--- src/rtl/core/chp_pkg.sv ---
// shared constants and codes for the chained hash page table
package chp_pkg;

    // fixed field widths
    localparam int KEY_W      = 31;
    localparam int KIND_W     = 2;
    localparam int STATUS_W   = 2;
    localparam int SLOT_OUT_W = 6;
    localparam int BCOUNT_W   = 7;

    // bucket count register after reset
    localparam logic [BCOUNT_W-1:0] BCOUNT_RESET = 7'd64;

    // parameter defaults
    localparam int DEF_MAX_BUCKETS  = 64;
    localparam int DEF_POOL_ENTRIES = 64;
    localparam int DEF_REF_WIDTH    = 16;

    // front/back queue depth
    localparam int QUEUE_DEPTH = 2;

    // modulo unit: key bits folded per cycle, rounds and padded key width
    localparam int MOD_STEP_BITS = 4;
    localparam int MOD_ROUNDS    = (KEY_W + MOD_STEP_BITS - 1) / MOD_STEP_BITS;
    localparam int MOD_PAD_W     = MOD_ROUNDS * MOD_STEP_BITS;

    // operation codes
    localparam logic [KIND_W-1:0] KIND_GET = 2'd0;
    localparam logic [KIND_W-1:0] KIND_PUT = 2'd1;
    localparam logic [KIND_W-1:0] KIND_DEL = 2'd2;
    localparam logic [KIND_W-1:0] KIND_RSV = 2'd3;

    // status codes
    localparam logic [STATUS_W-1:0] ST_OK        = 2'd0;
    localparam logic [STATUS_W-1:0] ST_NOT_FOUND = 2'd1;
    localparam logic [STATUS_W-1:0] ST_FULL      = 2'd2;
    localparam logic [STATUS_W-1:0] ST_UNUSED    = 2'd3;

endpackage

--- src/rtl/core/chp_queue.sv ---
// short queue between the front end and the table engine
module chp_queue #(
    parameter int DATA_W = 8,
    parameter int DEPTH  = chp_pkg::QUEUE_DEPTH
) (
    input  logic              clk,
    input  logic              rst_n,
    input  logic              push,
    input  logic [DATA_W-1:0] push_data,
    input  logic              pop,
    output logic [DATA_W-1:0] pop_data,
    output logic              full,
    output logic              empty
);

    localparam int PW = (DEPTH > 1) ? $clog2(DEPTH) : 1;
    localparam int CW = $clog2(DEPTH + 1);

    logic [DATA_W-1:0] slots_reg [DEPTH];
    logic [PW-1:0]     wr_ptr_reg;
    logic [PW-1:0]     rd_ptr_reg;
    logic [CW-1:0]     count_reg;

    assign full     = (count_reg == CW'(DEPTH));
    assign empty    = (count_reg == '0);
    assign pop_data = slots_reg[rd_ptr_reg];

    // pointers and fill level
    always_ff @(posedge clk or negedge rst_n)
    begin
        if (!rst_n)
        begin
            wr_ptr_reg <= '0;
            rd_ptr_reg <= '0;
            count_reg  <= '0;
        end
        else
        begin
            if (push)
            begin
                wr_ptr_reg <= (wr_ptr_reg == PW'(DEPTH - 1)) ? '0 : wr_ptr_reg + 1'b1;
            end
            if (pop)
            begin
                rd_ptr_reg <= (rd_ptr_reg == PW'(DEPTH - 1)) ? '0 : rd_ptr_reg + 1'b1;
            end
            if (push && !pop)
            begin
                count_reg <= count_reg + 1'b1;
            end
            else if (pop && !push)
            begin
                count_reg <= count_reg - 1'b1;
            end
        end
    end

    // storage
    always_ff @(posedge clk)
    begin
        if (push)
        begin
            slots_reg[wr_ptr_reg] <= push_data;
        end
    end

endmodule

--- config.mk ---
export PLATFORM = sky130hd
export DESIGN_NAME = chp_queue
export DESIGN_NICKNAME = d
export VERILOG_FILES = /design/src/rtl/core/chp_pkg.sv /design/src/rtl/core/chp_queue.sv
export SDC_FILE = /design/constraint.sdc
export NUM_CORES = 1
export LEC_CHECK = 0
export ABC_AREA = 1
export BUFFER_PORTS_ARGS = -buffer_cell sky130_fd_sc_hd__buf_4
export CORE_UTILIZATION = 49
export DETAILED_ROUTE_END_ITERATION = 8
export GPL_TIMING_DRIVEN = 0
export HOLD_SLACK_MARGIN = 0.12
export PLACE_DENSITY = 0.84
export SYNTH_ARGS = -nofsm -noshare
export SYNTH_HDL_FRONTEND = slang
export SYNTH_SLANG_ARGS = --single-unit
export TNS_END_PERCENT = 20
--- constraint.sdc ---
create_clock -name clk -period 1.5 [get_ports clk]
set_clock_uncertainty 0.1 [all_clocks]
set_input_delay 0.375 -clock clk [delete_from_list [all_inputs] [get_ports clk]]
set_output_delay 0.375 -clock clk [all_outputs]
set_load 0.02 [all_outputs]
---- After elaboration in Yosys (flattened, before gate mapping) ----
Memories as Yosys holds them, arrays and structs flattened.
Cells that the tools add are included.
operators by class
  multiplexer cells ....................... 6
  reduce and logical (&&, ||, !) cells .... 6
  $add $sub $neg .......................... 4
  eq/ne operators ......................... 1
operators with widths
  operator                                                            number
  1-bit 2-to-1 mux                                                    4
  2-bit 2-to-1 mux                                                    2
  1-bit adder, second input constant                                  2
  2-bit by 1-bit adder with 2-bit output, second input constant       1
  2-bit equality test, second input constant                          1
  1-bit logical AND                                                   2
  1-bit zero test                                                     2
  2-bit zero test                                                     1
  2-bit nonzero test                                                  1
  2-bit by 1-bit subtractor with 2-bit output, second input constant  1
storage, ports and cells
  input bits .............................. 12
  word-level logic and storage cells ...... 21
  RAM bits ................................ 16
  output and inout port bits .............. 10
  memories kept ........................... 1
  bits in registers ....................... 4
memories
  memory     words  bits a word  read ports  clocked after Yosys merged registers in  wr ports  RTL line         RTL
  slots_reg  2      8            1           0                                        1         chp_queue.sv:19  logic [DATA_W-1:0] slots_reg [DEPTH];

---- Depth between registers and ports, before layout ----
  depth after elaboration ................. 4
  gate-level depth with buffers ........... 7

---- Worst setup path before layout ----
No wires, ideal clock.
  path kind ............................... flip-flop to output port
  start point ............................. register rd_ptr_reg
  end point ............................... output pop_data[0]
  slack ................................... 0.199 ns
  data arrival time ....................... 0.826 ns
  stages on the path, launching flop included .. 3
  path buffers ............................ 1
  required time ........................... 1.025 ns
  cell sequence ........................... dfrtp_1 buf_6 mux2_4
between the ends
  word-level cells in the longest chain between the ends .. 1
ends and longest elaborated chain
  element                 RTL line         RTL
  start, declared         chp_queue.sv:21  logic [PW-1:0] rd_ptr_reg;
  start signal, assigned  chp_queue.sv:45  rd_ptr_reg <= (rd_ptr_reg == PW'(DEPTH - 1)) ? '0 : rd_ptr_reg + 1'b1;
  memory 2 x 8 bit        n/a
  end, declared           chp_queue.sv:11  output logic [DATA_W-1:0] pop_data,
No other way between the ends.

---- Worst setup path in the final report ----
  start point ............................. register rd_ptr_reg
  end point ............................... output pop_data[4]
The elaborated chain is that of the path after synthesis.

==> metrics.txt <==
# TYPE chip_impl_metric gauge
chip_impl_metric{name="syn-mean-instance-area",unit="sq um"} 16.4
chip_impl_info{name="path_common_cell",value="buf_6"} 1
chip_impl_info{name="worst_setup_path_end_kind",value="output pin"} 1
chip_impl_metric{name="irDropWorstVdd",unit="V"} 0.000931
chip_impl_metric{name="worstSkewPairLatency",unit="ns"} 0.29
chip_impl_info{name="timing.critical_path.cells",value="buf_6 > mux2_4 > buf_6"} 1
chip_impl_metric{name="synth-edff-count",unit=""} 16
chip_impl_metric{name="cp_max_fo",unit=""} 9
chip_impl_metric{name="synth_sequential_area_ratio",unit="%"} 70.9
chip_impl_metric{name="clkSinkCount",unit=""} 20
chip_impl_info{name="min-delay-path-class",value="input port to flip-flop"} 1
chip_impl_metric{name="post-synth-top-area-fraction",unit="%"} 58.7
chip_impl_metric{name="synth_cell_type_count",unit=""} 12
chip_impl_metric{name="seq_area",unit="sq um"} 581
chip_impl_metric{name="drt_first_pass_iters",unit=""} 2
chip_impl_metric{name="coreArea",unit="sq um"} 1540
chip_impl_metric{name="ios",unit=""} 22
chip_impl_metric{name="detail_route.drc_violations",unit=""} 0
chip_impl_metric{name="syn_to_final_growth",unit="%"} 34.3
chip_impl_metric{name="synth-warning-count",unit=""} 0
chip_impl_metric{name="largest_register_ffs",unit=""} 16
chip_impl_metric{name="required",unit="ns"} 1.02
chip_impl_metric{name="cts_htree_levels",unit=""} 1
chip_impl_info{name="rsz0062_at_grt",value="true"} 1
chip_impl_metric{name="gpl.final_weighted_congestion",unit=""} 0.722
chip_impl_metric{name="final_layout_size_suffix_gt1_share",unit="%"} 48.1
chip_impl_metric{name="io_buffer_count",unit=""} 21
chip_impl_info{name="yosys-top-cells-area",value="edfxtp_1, mux2_4, dfrtp_1"} 1
chip_impl_metric{name="fp.dieW",unit="um"} 42.9
chip_impl_metric{name="final.period_utilization",unit="%"} 116
chip_impl_info{name="synth.top_cells.by_count",value="edfxtp_1, mux2_4, inv_1, nand2_1, dfrtp_1"} 1
chip_impl_metric{name="finalInstanceArea",unit="sq um"} 1100
chip_impl_metric{name="multiInputGateArea",unit="sq um"} 203
chip_impl_metric{name="fin_nets",unit=""} 91
chip_impl_metric{name="cp_slowest_stage_delay",unit="ns"} 0.39
chip_impl_metric{name="cts-root-to-sink-buffers",unit=""} 2
chip_impl_metric{name="grt_first_pass_wirelength",unit="um"} 2030
chip_impl_metric{name="num_vias",unit=""} 451
chip_impl_metric{name="die-area",unit="sq um"} 1840
chip_impl_info{name="root_buffer",value="clkbuf_4"} 1
chip_impl_info{name="timing.setup.critical_path_class",value="flip-flop to output pin"} 1
chip_impl_metric{name="floorplan.rows",unit=""} 14
chip_impl_metric{name="fin_cells",unit=""} 93
chip_impl_metric{name="grt_pass1_vias",unit=""} 478
chip_impl_info{name="worstSetupStartpointType",value="flip-flop"} 1
chip_impl_metric{name="leakage",unit="nW"} 0.494
chip_impl_metric{name="finalSetupViolations",unit=""} 9
chip_impl_metric{name="layout.filler_cells",unit=""} 112
chip_impl_metric{name="initial_utilization",unit="%"} 53.1
chip_impl_info{name="status",value="finished with violations"} 1
chip_impl_metric{name="grt.total_usage",unit="%"} 15.3
chip_impl_metric{name="synth_cell_area",unit="sq um"} 818
chip_impl_info{name="failing_checks",value="negative setup slack"} 1
chip_impl_metric{name="achievable-frequency",unit="GHz"} 0.576
chip_impl_info{name="tritoncts",value="yes"} 1
chip_impl_metric{name="grt-ovfl-total",unit=""} 0
chip_impl_metric{name="finalSetupTns",unit="ns"} -1.87
chip_impl_metric{name="postRouteAntennaNets",unit=""} 0
chip_impl_metric{name="post_drt_via_cell_ratio",unit=""} 4.85
chip_impl_info{name="synth_area_leader_cell",value="edfxtp_1"} 1
chip_impl_metric{name="final_core_utilization",unit="%"} 71.3
chip_impl_metric{name="dpl.cell_count",unit=""} 87
chip_impl_metric{name="finalHoldViolations",unit=""} 0
chip_impl_metric{name="antenna_found_initial",unit=""} 0
chip_impl_metric{name="dr.first_iter.drc_count",unit=""} 1
chip_impl_metric{name="cts.reportedPaths.clkPinSlew",unit="ns"} 0.11
chip_impl_metric{name="synthesis.nets",unit=""} 63
chip_impl_info{name="synthMostInstantiatedCell",value="edfxtp_1"} 1
chip_impl_metric{name="worst-endpoint-arrival",unit="ns"} 1.26
chip_impl_metric{name="drt-total-wl",unit="um"} 1180
chip_impl_info{name="crit_path_top_delay_cell",value="dfrtp_1"} 1
chip_impl_metric{name="synthArstFlopShare",unit="%"} 20.0
chip_impl_metric{name="worst_slack",unit="ns"} -0.236
chip_impl_metric{name="grt_start_max_net_pins",unit=""} 13
chip_impl_metric{name="pwr_density_cell",unit="nW/um^2"} 1940
chip_impl_metric{name="detailed_place.area",unit="sq um"} 996
chip_impl_metric{name="wl_per_cell",unit="um"} 12.6
chip_impl_metric{name="tightest_slew",unit="ns"} 0.423
chip_impl_info{name="dominant_synthesized_flop_cell",value="edfxtp_1"} 1
chip_impl_metric{name="cts_inserted_buffers",unit=""} 3
chip_impl_metric{name="max_cap_violations",unit=""} 0
chip_impl_metric{name="synthCells",unit=""} 50
chip_impl_metric{name="yosys_register_bits",unit=""} 20
chip_impl_metric{name="die_height",unit="um"} 42.9
chip_impl_metric{name="finalMaxSlewViolations",unit=""} 0
chip_impl_metric{name="worst_slew_margin_rel",unit="%"} 71.7
chip_impl_metric{name="diodes",unit=""} 0
chip_impl_metric{name="dp.final_hpwl",unit="um"} 877
chip_impl_metric{name="fin_crit_period",unit="ns"} 1.74
## cell type report
| type | instances | area share [%] |
|---|---|---|
| plain buffers | 1 | 1.03 |
| flip-flops and latches | 20 | 52.8 |
| clock inverters | 1 | 2.73 |
| inverters | 7 | 2.39 |
| multi-input cells | 22 | 18.5 |
| clock buffers | 3 | 2.05 |
| well taps | 16 | 1.82 |
| repair buffers | 23 | 18.7 |
## routing by layer
| metal | up-vias | GRT usage (%) | part of all wire, % |
|---|---|---|---|
| met5 | - | 0 | 0 |
| met3 | 2 | 3.83 | 2.6 |
| met1 | 209 | 18.5 | 40 |
| li1 | 227 | - | - |
| met4 | 0 | 6.25 | 1.2 |
| met2 | 13 | 26.1 | 56 |
## cell families (layout without fill, tap and decap cells)
logic type,after synthesis,count (layout),synth area share [%]
mux,8,8,14.7
buf+inv,8,35,4.59
xor+xnor,3,3,3.21
simple gates,10,10,5.05
fa+ha+maj,1,1,1.53
flops,20,20,70.9
## metrics by stage
step	worst slack (ns)	hold slack (ns)	total power (W)
after detailed placement	-0.0294	0.0770	0.00163
after global routing	-0.277	0.133	0.00224
after CTS	-0.251	0.150	0.00215
after global placement	-0.0271	0.0741	0.00159
final	-0.236	0.157	0.00213
after floorplan	0.199	-0.0206	0.00135
## worst max-delay path, delay by kind of cell, from the launching register on
kind     cells  cell delay [ns]
flops        1             0.39
mux          1             0.30
buf+inv      2             0.28
## worst paths after layout
check / slack (ns) / from / to / cells past startpoint
setup / recovery: -0.24 / rd_ptr_reg / pop_data[4] / 3
hold / removal: 0.16 / push_data[0] / slots_reg[1][0] / 1
setup reg to reg: 0.25 / wr_ptr_reg / slots_reg[0][7] / 1
hold reg to reg: 0.45 / wr_ptr_reg / wr_ptr_reg / 1
max in group asynchronous: 0.91 / rst_n / rd_ptr_reg / 2
min in group asynchronous: 0.29 / rst_n / count_reg[0] / 2
## power breakdown
group | total (W) | leakage [nW] | internal, W | switching (W)
Sequential | 0.000828 | 0.197 | 0.000753 | 0.0000750
Combinational | 0.000877 | 0.269 | 0.000466 | 0.000411
Clock | 0.000429 | 0.0279 | 0.000270 | 0.000159
Total | 0.00213 | 0.494 | 0.00149 | 0.000645
## placed cells by master, fill, tap and decap left out, types with 2 or more instances in the layout
cell type and instances:
inv_1 6, nand2_1 5, edfxtp_1 16, mux2_4 8, dfrtp_1 4, xor2_1 2
nor2_1 2, buf_6 9, buf_4 14, clkbuf_4 3
## timing repair
action                                  4_1_cts  5_1_grt
gates resized for setup                       8        2
setup buffers                                 1        0
endpoints found under the hold margin         4        0
hold buffers                                  1        0
pin swaps                                     0        1
endpoints found under the setup margin        8       18
Note: power is estimated with default switching activity, not from simulation.
