[src/rtl/core/chp_pkg.sv]
// shared constants and codes for the chained hash page table
package chp_pkg;

    // fixed field widths
    localparam int KEY_W      = 31;
    localparam int KIND_W     = 2;
    localparam int STATUS_W   = 2;
    localparam int SLOT_OUT_W = 6;
    localparam int BCOUNT_W   = 7;

    // bucket count register after reset
    localparam logic [BCOUNT_W-1:0] BCOUNT_RESET = 7'd64;

    // parameter defaults
    localparam int DEF_MAX_BUCKETS  = 64;
    localparam int DEF_POOL_ENTRIES = 64;
    localparam int DEF_REF_WIDTH    = 16;

    // front/back queue depth
    localparam int QUEUE_DEPTH = 2;

    // modulo unit: key bits folded per cycle, rounds and padded key width
    localparam int MOD_STEP_BITS = 4;
    localparam int MOD_ROUNDS    = (KEY_W + MOD_STEP_BITS - 1) / MOD_STEP_BITS;
    localparam int MOD_PAD_W     = MOD_ROUNDS * MOD_STEP_BITS;

    // operation codes
    localparam logic [KIND_W-1:0] KIND_GET = 2'd0;
    localparam logic [KIND_W-1:0] KIND_PUT = 2'd1;
    localparam logic [KIND_W-1:0] KIND_DEL = 2'd2;
    localparam logic [KIND_W-1:0] KIND_RSV = 2'd3;

    // status codes
    localparam logic [STATUS_W-1:0] ST_OK        = 2'd0;
    localparam logic [STATUS_W-1:0] ST_NOT_FOUND = 2'd1;
    localparam logic [STATUS_W-1:0] ST_FULL      = 2'd2;
    localparam logic [STATUS_W-1:0] ST_UNUSED    = 2'd3;

endpackage

[src/rtl/core/chp_front.sv]
// front end: takes an operation and computes its bucket by a multi-bit-per-cycle modulo
module chp_front #(
    parameter int MAX_BUCKETS = chp_pkg::DEF_MAX_BUCKETS,
    parameter int REF_WIDTH   = chp_pkg::DEF_REF_WIDTH,
    parameter int NW          = $clog2(MAX_BUCKETS + 1),
    parameter int BW          = (MAX_BUCKETS > 1) ? $clog2(MAX_BUCKETS) : 1,
    parameter int DATA_W      = chp_pkg::KIND_W + chp_pkg::KEY_W + REF_WIDTH + BW
) (
    input  logic                        clk,
    input  logic                        rst_n,
    input  logic                        in_valid,
    output logic                        in_stall,
    input  logic [chp_pkg::KIND_W-1:0]  kind,
    input  logic [chp_pkg::KEY_W-1:0]   page_number,
    input  logic [REF_WIDTH-1:0]        lru_ref,
    input  logic                        hold,
    input  logic [NW-1:0]               bucket_n,
    output logic                        q_push,
    output logic [DATA_W-1:0]           q_data,
    input  logic                        q_full
);

    localparam int RW   = NW + 1;
    localparam int CW   = (chp_pkg::MOD_ROUNDS > 1) ? $clog2(chp_pkg::MOD_ROUNDS) : 1;
    localparam int PADW = chp_pkg::MOD_PAD_W;
    localparam int STEP = chp_pkg::MOD_STEP_BITS;

    localparam logic [1:0] F_IDLE = 2'd0;
    localparam logic [1:0] F_MOD  = 2'd1;
    localparam logic [1:0] F_PUSH = 2'd2;

    logic [1:0]                   state_reg;
    logic [CW-1:0]                cnt_reg;
    logic [RW-1:0]                rem_reg;
    logic [RW-1:0]                rem_next;
    logic [PADW-1:0]              key_sh_reg;
    logic [chp_pkg::KEY_W-1:0]    key_reg;
    logic [chp_pkg::KIND_W-1:0]   kind_reg;
    logic [REF_WIDTH-1:0]         ref_reg;
    logic                         accept;

    assign in_stall = (state_reg != F_IDLE) || hold;
    assign accept   = in_valid && !in_stall;

    // restoring remainder over the next group of key bits
    always_comb
    begin
        rem_next = rem_reg;
        for (int i = 0; i < STEP; i++)
        begin
            rem_next = {rem_next[RW-2:0], key_sh_reg[PADW-1-i]};
            if (rem_next >= {1'b0, bucket_n})
            begin
                rem_next = rem_next - {1'b0, bucket_n};
            end
        end
    end

    // control sequence
    always_ff @(posedge clk or negedge rst_n)
    begin
        if (!rst_n)
        begin
            state_reg <= F_IDLE;
            cnt_reg   <= '0;
        end
        else
        begin
            case (state_reg)
                F_IDLE:
                begin
                    if (accept)
                    begin
                        state_reg <= F_MOD;
                        cnt_reg   <= CW'(chp_pkg::MOD_ROUNDS - 1);
                    end
                end
                F_MOD:
                begin
                    if (cnt_reg == '0)
                    begin
                        state_reg <= F_PUSH;
                    end
                    else
                    begin
                        cnt_reg <= cnt_reg - 1'b1;
                    end
                end
                F_PUSH:
                begin
                    if (!q_full)
                    begin
                        state_reg <= F_IDLE;
                    end
                end
                default:
                begin
                    state_reg <= F_IDLE;
                end
            endcase
        end
    end

    // item payload and remainder
    always_ff @(posedge clk)
    begin
        if (accept)
        begin
            kind_reg   <= kind;
            key_reg    <= page_number;
            ref_reg    <= lru_ref;
            key_sh_reg <= {{(PADW - chp_pkg::KEY_W){1'b0}}, page_number};
            rem_reg    <= '0;
        end
        else if (state_reg == F_MOD)
        begin
            rem_reg    <= rem_next;
            key_sh_reg <= key_sh_reg << STEP;
        end
    end

    // hand the classified item to the queue
    assign q_push = (state_reg == F_PUSH) && !q_full;
    assign q_data = {kind_reg, key_reg, ref_reg, rem_reg[BW-1:0]};

endmodule

[config.mk]
export PLATFORM = sky130hd
export DESIGN_NAME = chp_front
export DESIGN_NICKNAME = d
export VERILOG_FILES = /design/src/rtl/core/chp_pkg.sv /design/src/rtl/core/chp_front.sv
export SDC_FILE = /design/constraint.sdc
export NUM_CORES = 1
export LEC_CHECK = 0
export BUFFER_PORTS_ARGS = -buffer_cell sky130_fd_sc_hd__buf_2
export CAP_MARGIN = 20
export CORE_UTILIZATION = 54
export DETAILED_ROUTE_END_ITERATION = 7
export PLACE_DENSITY = 0.81
export SYNTH_ARGS = -nofsm -noshare
export SYNTH_HDL_FRONTEND = slang
export SYNTH_SLANG_ARGS = --single-unit
[constraint.sdc]
create_clock -name clk -period 8.81 [get_ports clk]
set_input_delay 1.762 -clock clk [delete_from_list [all_inputs] [get_ports clk]]
set_output_delay 1.762 -clock clk [all_outputs]
set_load 0.01 [all_outputs]
* Yosys cells after proc, flatten, opt, wreduce, memory -nomap -nowiden
Index checks and enable logic that the tools add are counted.
Storage, ports and cells: flip-flop bits (word level) 93, input bits 61, output and inout bits 57, word-level logic and storage cells 48
Cells by class: add/sub/neg operators 5, order comparisons 4, eq/ne operators 6, muxes and demuxes 13, reductions and logical operators 12
Operators with widths (count):
- 2-to-1 mux 31 bit | 2
- >= comparator 8 x 7 -> 1 bit | 4
- 2-to-1 mux 7 bit | 4
- subtractor 7 bit | 4
- inequality test 2 bit, second input constant | 4
- 2-to-1 mux 2 bit | 3
- 2-to-1 mux 3 bit | 2
- case mux 2 bit (3 select lines) | 1
- case mux 3 bit (2 select lines) | 1
- AND reduction 3 bit | 2
- nonzero test 2 bit | 3
- zero test 3 bit | 1
- subtractor 3 x 1 -> 3 bit, second input constant | 1
- equality test 2 x 1 -> 1 bit, second input constant | 1
- equality test 2 bit, second input constant | 1
- logical AND 1 bit | 2
- zero test 1 bit | 2
- zero test 2 bit | 1
- logical OR 1 bit | 1

* Depth between registers and ports, before layout
depth in word-level cells 8, gate-level depth with buffers 39, mapped depth without buffers 36

* Worst setup path before layout
OpenSTA, ideal clock, no wires.
path kind input to register, start input port bucket_n[5], end register rem_reg[5], library setup time 0.122 ns, data arrival time 8.982 ns, setup slack -0.294 ns, cell stages on the path 36, buffers on the path 5, path through inv_1 > ha_1 > buf_6 > a21o_1 > a211oi_4 > and2_1 > buf_6 > mux2_2 > fa_1 > nand2b_1 > a21o_1 > a31o_2 > a21o_2 > nand2_2 > buf_6 > clkbuf_1 > o21a_1 > inv_1 > fa_1 > nand2b_1 > a21oi_1 > o32ai_2 > and2_1 > clkbuf_1 > a21o_4 > mux2_4 > inv_1 > fa_1 > a21o_1 > a21o_1 > a31o_2 > a21oi_1 > and3_1 > a22oi_2 > and3_1 > a221o_1
On the way: word-level cells in the longest chain between the ends 8, elaborated cells between the ends (all ways) 12, those cells by class add/sub (4); order compare (4); mux (4)
Ends and longest elaborated chain:
- from (decl) | RTL line chp_front.sv:17 | input logic [NW-1:0] bucket_n,
- subtractor 7 bit / >= comparator 8 x 7 -> 1 bit (equally long branches) | RTL line chp_front.sv:54, chp_front.sv:52
- 2-to-1 mux 7 bit | RTL line chp_front.sv:52 | if (rem_next >= {1'b0, bucket_n})
- subtractor 7 bit / >= comparator 8 x 7 -> 1 bit (equally long branches) | RTL line chp_front.sv:54, chp_front.sv:52
- 2-to-1 mux 7 bit | RTL line chp_front.sv:52
- >= comparator 8 x 7 -> 1 bit / subtractor 7 bit (equally long branches) | RTL line chp_front.sv:52, chp_front.sv:54
- 2-to-1 mux 7 bit | RTL line chp_front.sv:52
- subtractor 7 bit / >= comparator 8 x 7 -> 1 bit (equally long branches) | RTL line chp_front.sv:54, chp_front.sv:52
- 2-to-1 mux 7 bit * | RTL line chp_front.sv:52
- to (signal assigned) | RTL line chp_front.sv:117 | rem_reg <= rem_next;
- to (decl) | RTL line chp_front.sv:34 | logic [RW-1:0] rem_reg;
Mark *: on every way between the ends. The rest lies on a longest branch, timed or not. A chain may end at the register's enable or synchronous reset.

* Worst setup path after layout
start input port bucket_n[5], end register rem_reg[2]
The elaborated chain is that of the path after synthesis.

==> flow_summary.ini <==
[die]
io_pins = 118
fp.dieW_um = 98.7
die_area_um2 = 9750
core_area_um2 = 8890
fp.dieH_um = 98.7
start_util_pct = 56.8
rows = 34

[routing]
wl_um = 11600
wire_per_inst_um = 17.1
drt-vias-per-instance = 5.63
num_vias = 3826
drc = 0
drt_iter0_markers = 194
ant_nets = 0
firstDrtPassIters = 4

[cts]
numCtsBuffers = 9
clockRootBuffer = clkbuf_8
clockBufferDepth = 2
cts_sinks = 93
clk_pin_slew_ns = 0.09
tritoncts = built
cts_max_level = 3
clk_latency_ns = 0.35
cts_hold_buf = 0

[synthesis]
synth_enable_flop_cells = 80
syn-num-nets = 500
async_flop_share_pct = 5.38
synth_warnings = 0
ys_ff_latch = 93
syn_area_um2 = 5050
seq_area_frac_synth_pct = 53.2
synth_cell_type_count = 59
syn_avg_cell_area_um2 = 12.5
synth_top_flop_cell = edfxtp_1
synthCells = 405

[sta]
slew_headroom_pct = 32.1
max_freq_mhz = 120
fin_skew_ns = 0.0110
worst_pin_slew_ns = 1.02
post-route-period-util_pct = 94.8
whs_ns = 0.448
timing.final.hold_violations = 0
finalSetupViolations = 0
setup_tns_ns = 0
finalMaxSlewViolations = 0
period_minus_slack_ns = 8.35
rsz0062_at_grt = no

[cells_and_area]
final_cell_mix = 117 x buf_2, 80 x edfxtp_1, 49 x buf_4, 30 x inv_1, 30 x ha_1
area_growth_syn_to_layout_pct = 23.7
nets = 661
layout-drive-gt1-share_pct = 40.6
diodes = 0
largest_reg_flops = 32
layout_commonest_cell = buf_2

[worst_setup_path]
start_kind = primary input
worstPathMaxFanout = 15
max_stage_delay_ns = 0.42
criticalPathCategory = in2reg
critical_path.startpoint = bucket_n[5]
crit_buf_inv = 8
crit_required_ns = 9.06
cp.arrival_ns = 8.60
worst_path_max_delay_cell = o32ai_2
r2r-start = key_sh_reg[31]$_SDFFE_PP0P_
path_depth = 38
r2r_cells = 39
endpoint_kind = flop
critPathTopFamily = compound AO/OA/AOI/OAI gates

[placed_design]
hpwlAfterDp_um = 8970
gp_congestion = 0.968
port_buffers = 117

[grt]
grt_max_degree = 83
gr-total-overflow = 0
grt_pass1_wl_um = 18700
grt_pass1_vias = 3819
grt_util_all_layers_pct = 24.9
antenna_found_initial = 0

[status]
outcome = complete, no violations

[hold_path]
hold-path-cell-count = 2
hp-start = key_sh_reg[27]$_DFFE_PP_
hp-class = reg2reg

[run]
cap_violations = 0
==> stage by stage <==
step           cell area [um^2]  worst slack, ns  utilization, %  cells
2_1_floorplan              5070           0.0397               -    405
5_1_grt                    6250          0.00543            70.3    679
6_report                   6250            0.462            70.3    679
4_1_cts                    6240            0.408            70.1    678
3_3_place_gp               6040            0.156            68.0    662
3_5_place_dp               6040           0.0327            68.0    662
==> layer usage <==
metal	global-route usage, %	wire (um)	vias up
li1	-	-	1862
met1	31.9	4780	1787
met2	42.3	5780	154
met3	5.39	769	23
met4	8.15	253	0
met5	0	0	-
==> synthesized netlist by cell type (3+ instances only) <==
| library cell | count | share of area (%) |
|---|---|---|
| a21o_1 | 11 | 1.6 |
| a21oi_1 | 19 | 1.9 |
| a221o_1 | 5 | 0.99 |
| a31o_2 | 3 | 0.52 |
| a31oi_1 | 4 | 0.50 |
| and2_1 | 3 | 0.37 |
| and3_1 | 10 | 1.2 |
| buf_4 | 6 | 0.89 |
| buf_6 | 3 | 0.67 |
| clkbuf_1 | 7 | 0.52 |
| dfrtp_1 | 5 | 2.5 |
| dfxtp_1 | 8 | 3.2 |
| edfxtp_1 | 80 | 48 |
| fa_1 | 4 | 1.6 |
| ha_1 | 30 | 7.4 |
| inv_1 | 30 | 2.2 |
| mux2_2 | 29 | 6.5 |
| mux2i_1 | 4 | 0.79 |
| nand2_1 | 14 | 1.0 |
| nand2b_1 | 7 | 0.87 |
| nand3_1 | 9 | 0.89 |
| nand3b_1 | 4 | 0.59 |
| nand4_1 | 4 | 0.50 |
| nor2_1 | 19 | 1.4 |
| nor2b_1 | 3 | 0.37 |
| nor3_1 | 7 | 0.69 |
| nor3b_1 | 4 | 0.59 |
| o2111ai_1 | 3 | 0.52 |
| o211ai_1 | 6 | 0.89 |
| o21a_1 | 3 | 0.45 |
| o21ai_0 | 13 | 1.3 |
| o31ai_1 | 3 | 0.45 |
| or3_1 | 5 | 0.62 |
| xnor2_1 | 8 | 1.4 |
| xor2_1 | 5 | 0.87 |
==> worst paths after layout <==
kind                                          endpoint  slack (ns)
min reg2reg                key_sh_reg[31]$_SDFFE_PP0P_        0.45
min in group asynchronous       cnt_reg[2]$_DFFE_PN0P_        1.20
max reg2reg                    rem_reg[2]$_SDFFE_PP0P_        1.58
max in group asynchronous     state_reg[1]$_DFFE_PN0P_        7.48
max                            rem_reg[2]$_SDFFE_PP0P_        0.46
min                        key_sh_reg[31]$_SDFFE_PP0P_        0.45
==> worst min-delay path: stages (launching register included) <==
cell and delay [ns]:
edfxtp_1 0.34, nand2_1 0.05, o31ai_1 0.05
==> layout make-up <==
type / instances / area (um^2)
inverters: 30 / 113
fillers: 647 / 2640
clock inverters: 6 / 55.1
multi-input cells: 266 / 2170
clock buffers: 10 / 138
flip-flops and latches: 93 / 2690
repair buffers: 166 / 953
well taps: 108 / 135
==> cell families (layout without fill, tap and decap cells) <==
kind of cell             after synthesis  in the layout  synth area share (%)
AND/OR/NAND/NOR                       99             99                  10.8
flip-flops                            93             93                  53.2
AO/OA/AOI/OAI                         86             86                  12.9
buffers and inverters                 46            212                  4.31
adder cells (fa/ha/maj)               34             34                  9.01
multiplexers                          34             34                  7.55
XOR/XNOR                              13             13                  2.25
==> what timing repair did <==
item                       CTS  global route
setup endpoints to repair    0             5
resized for setup            0             2
hold endpoints to repair     0             0
setup buffers                0             1
Power is not shown: default switching activity piles up to over one toggle a cycle in this logic, so the estimate is an artifact.
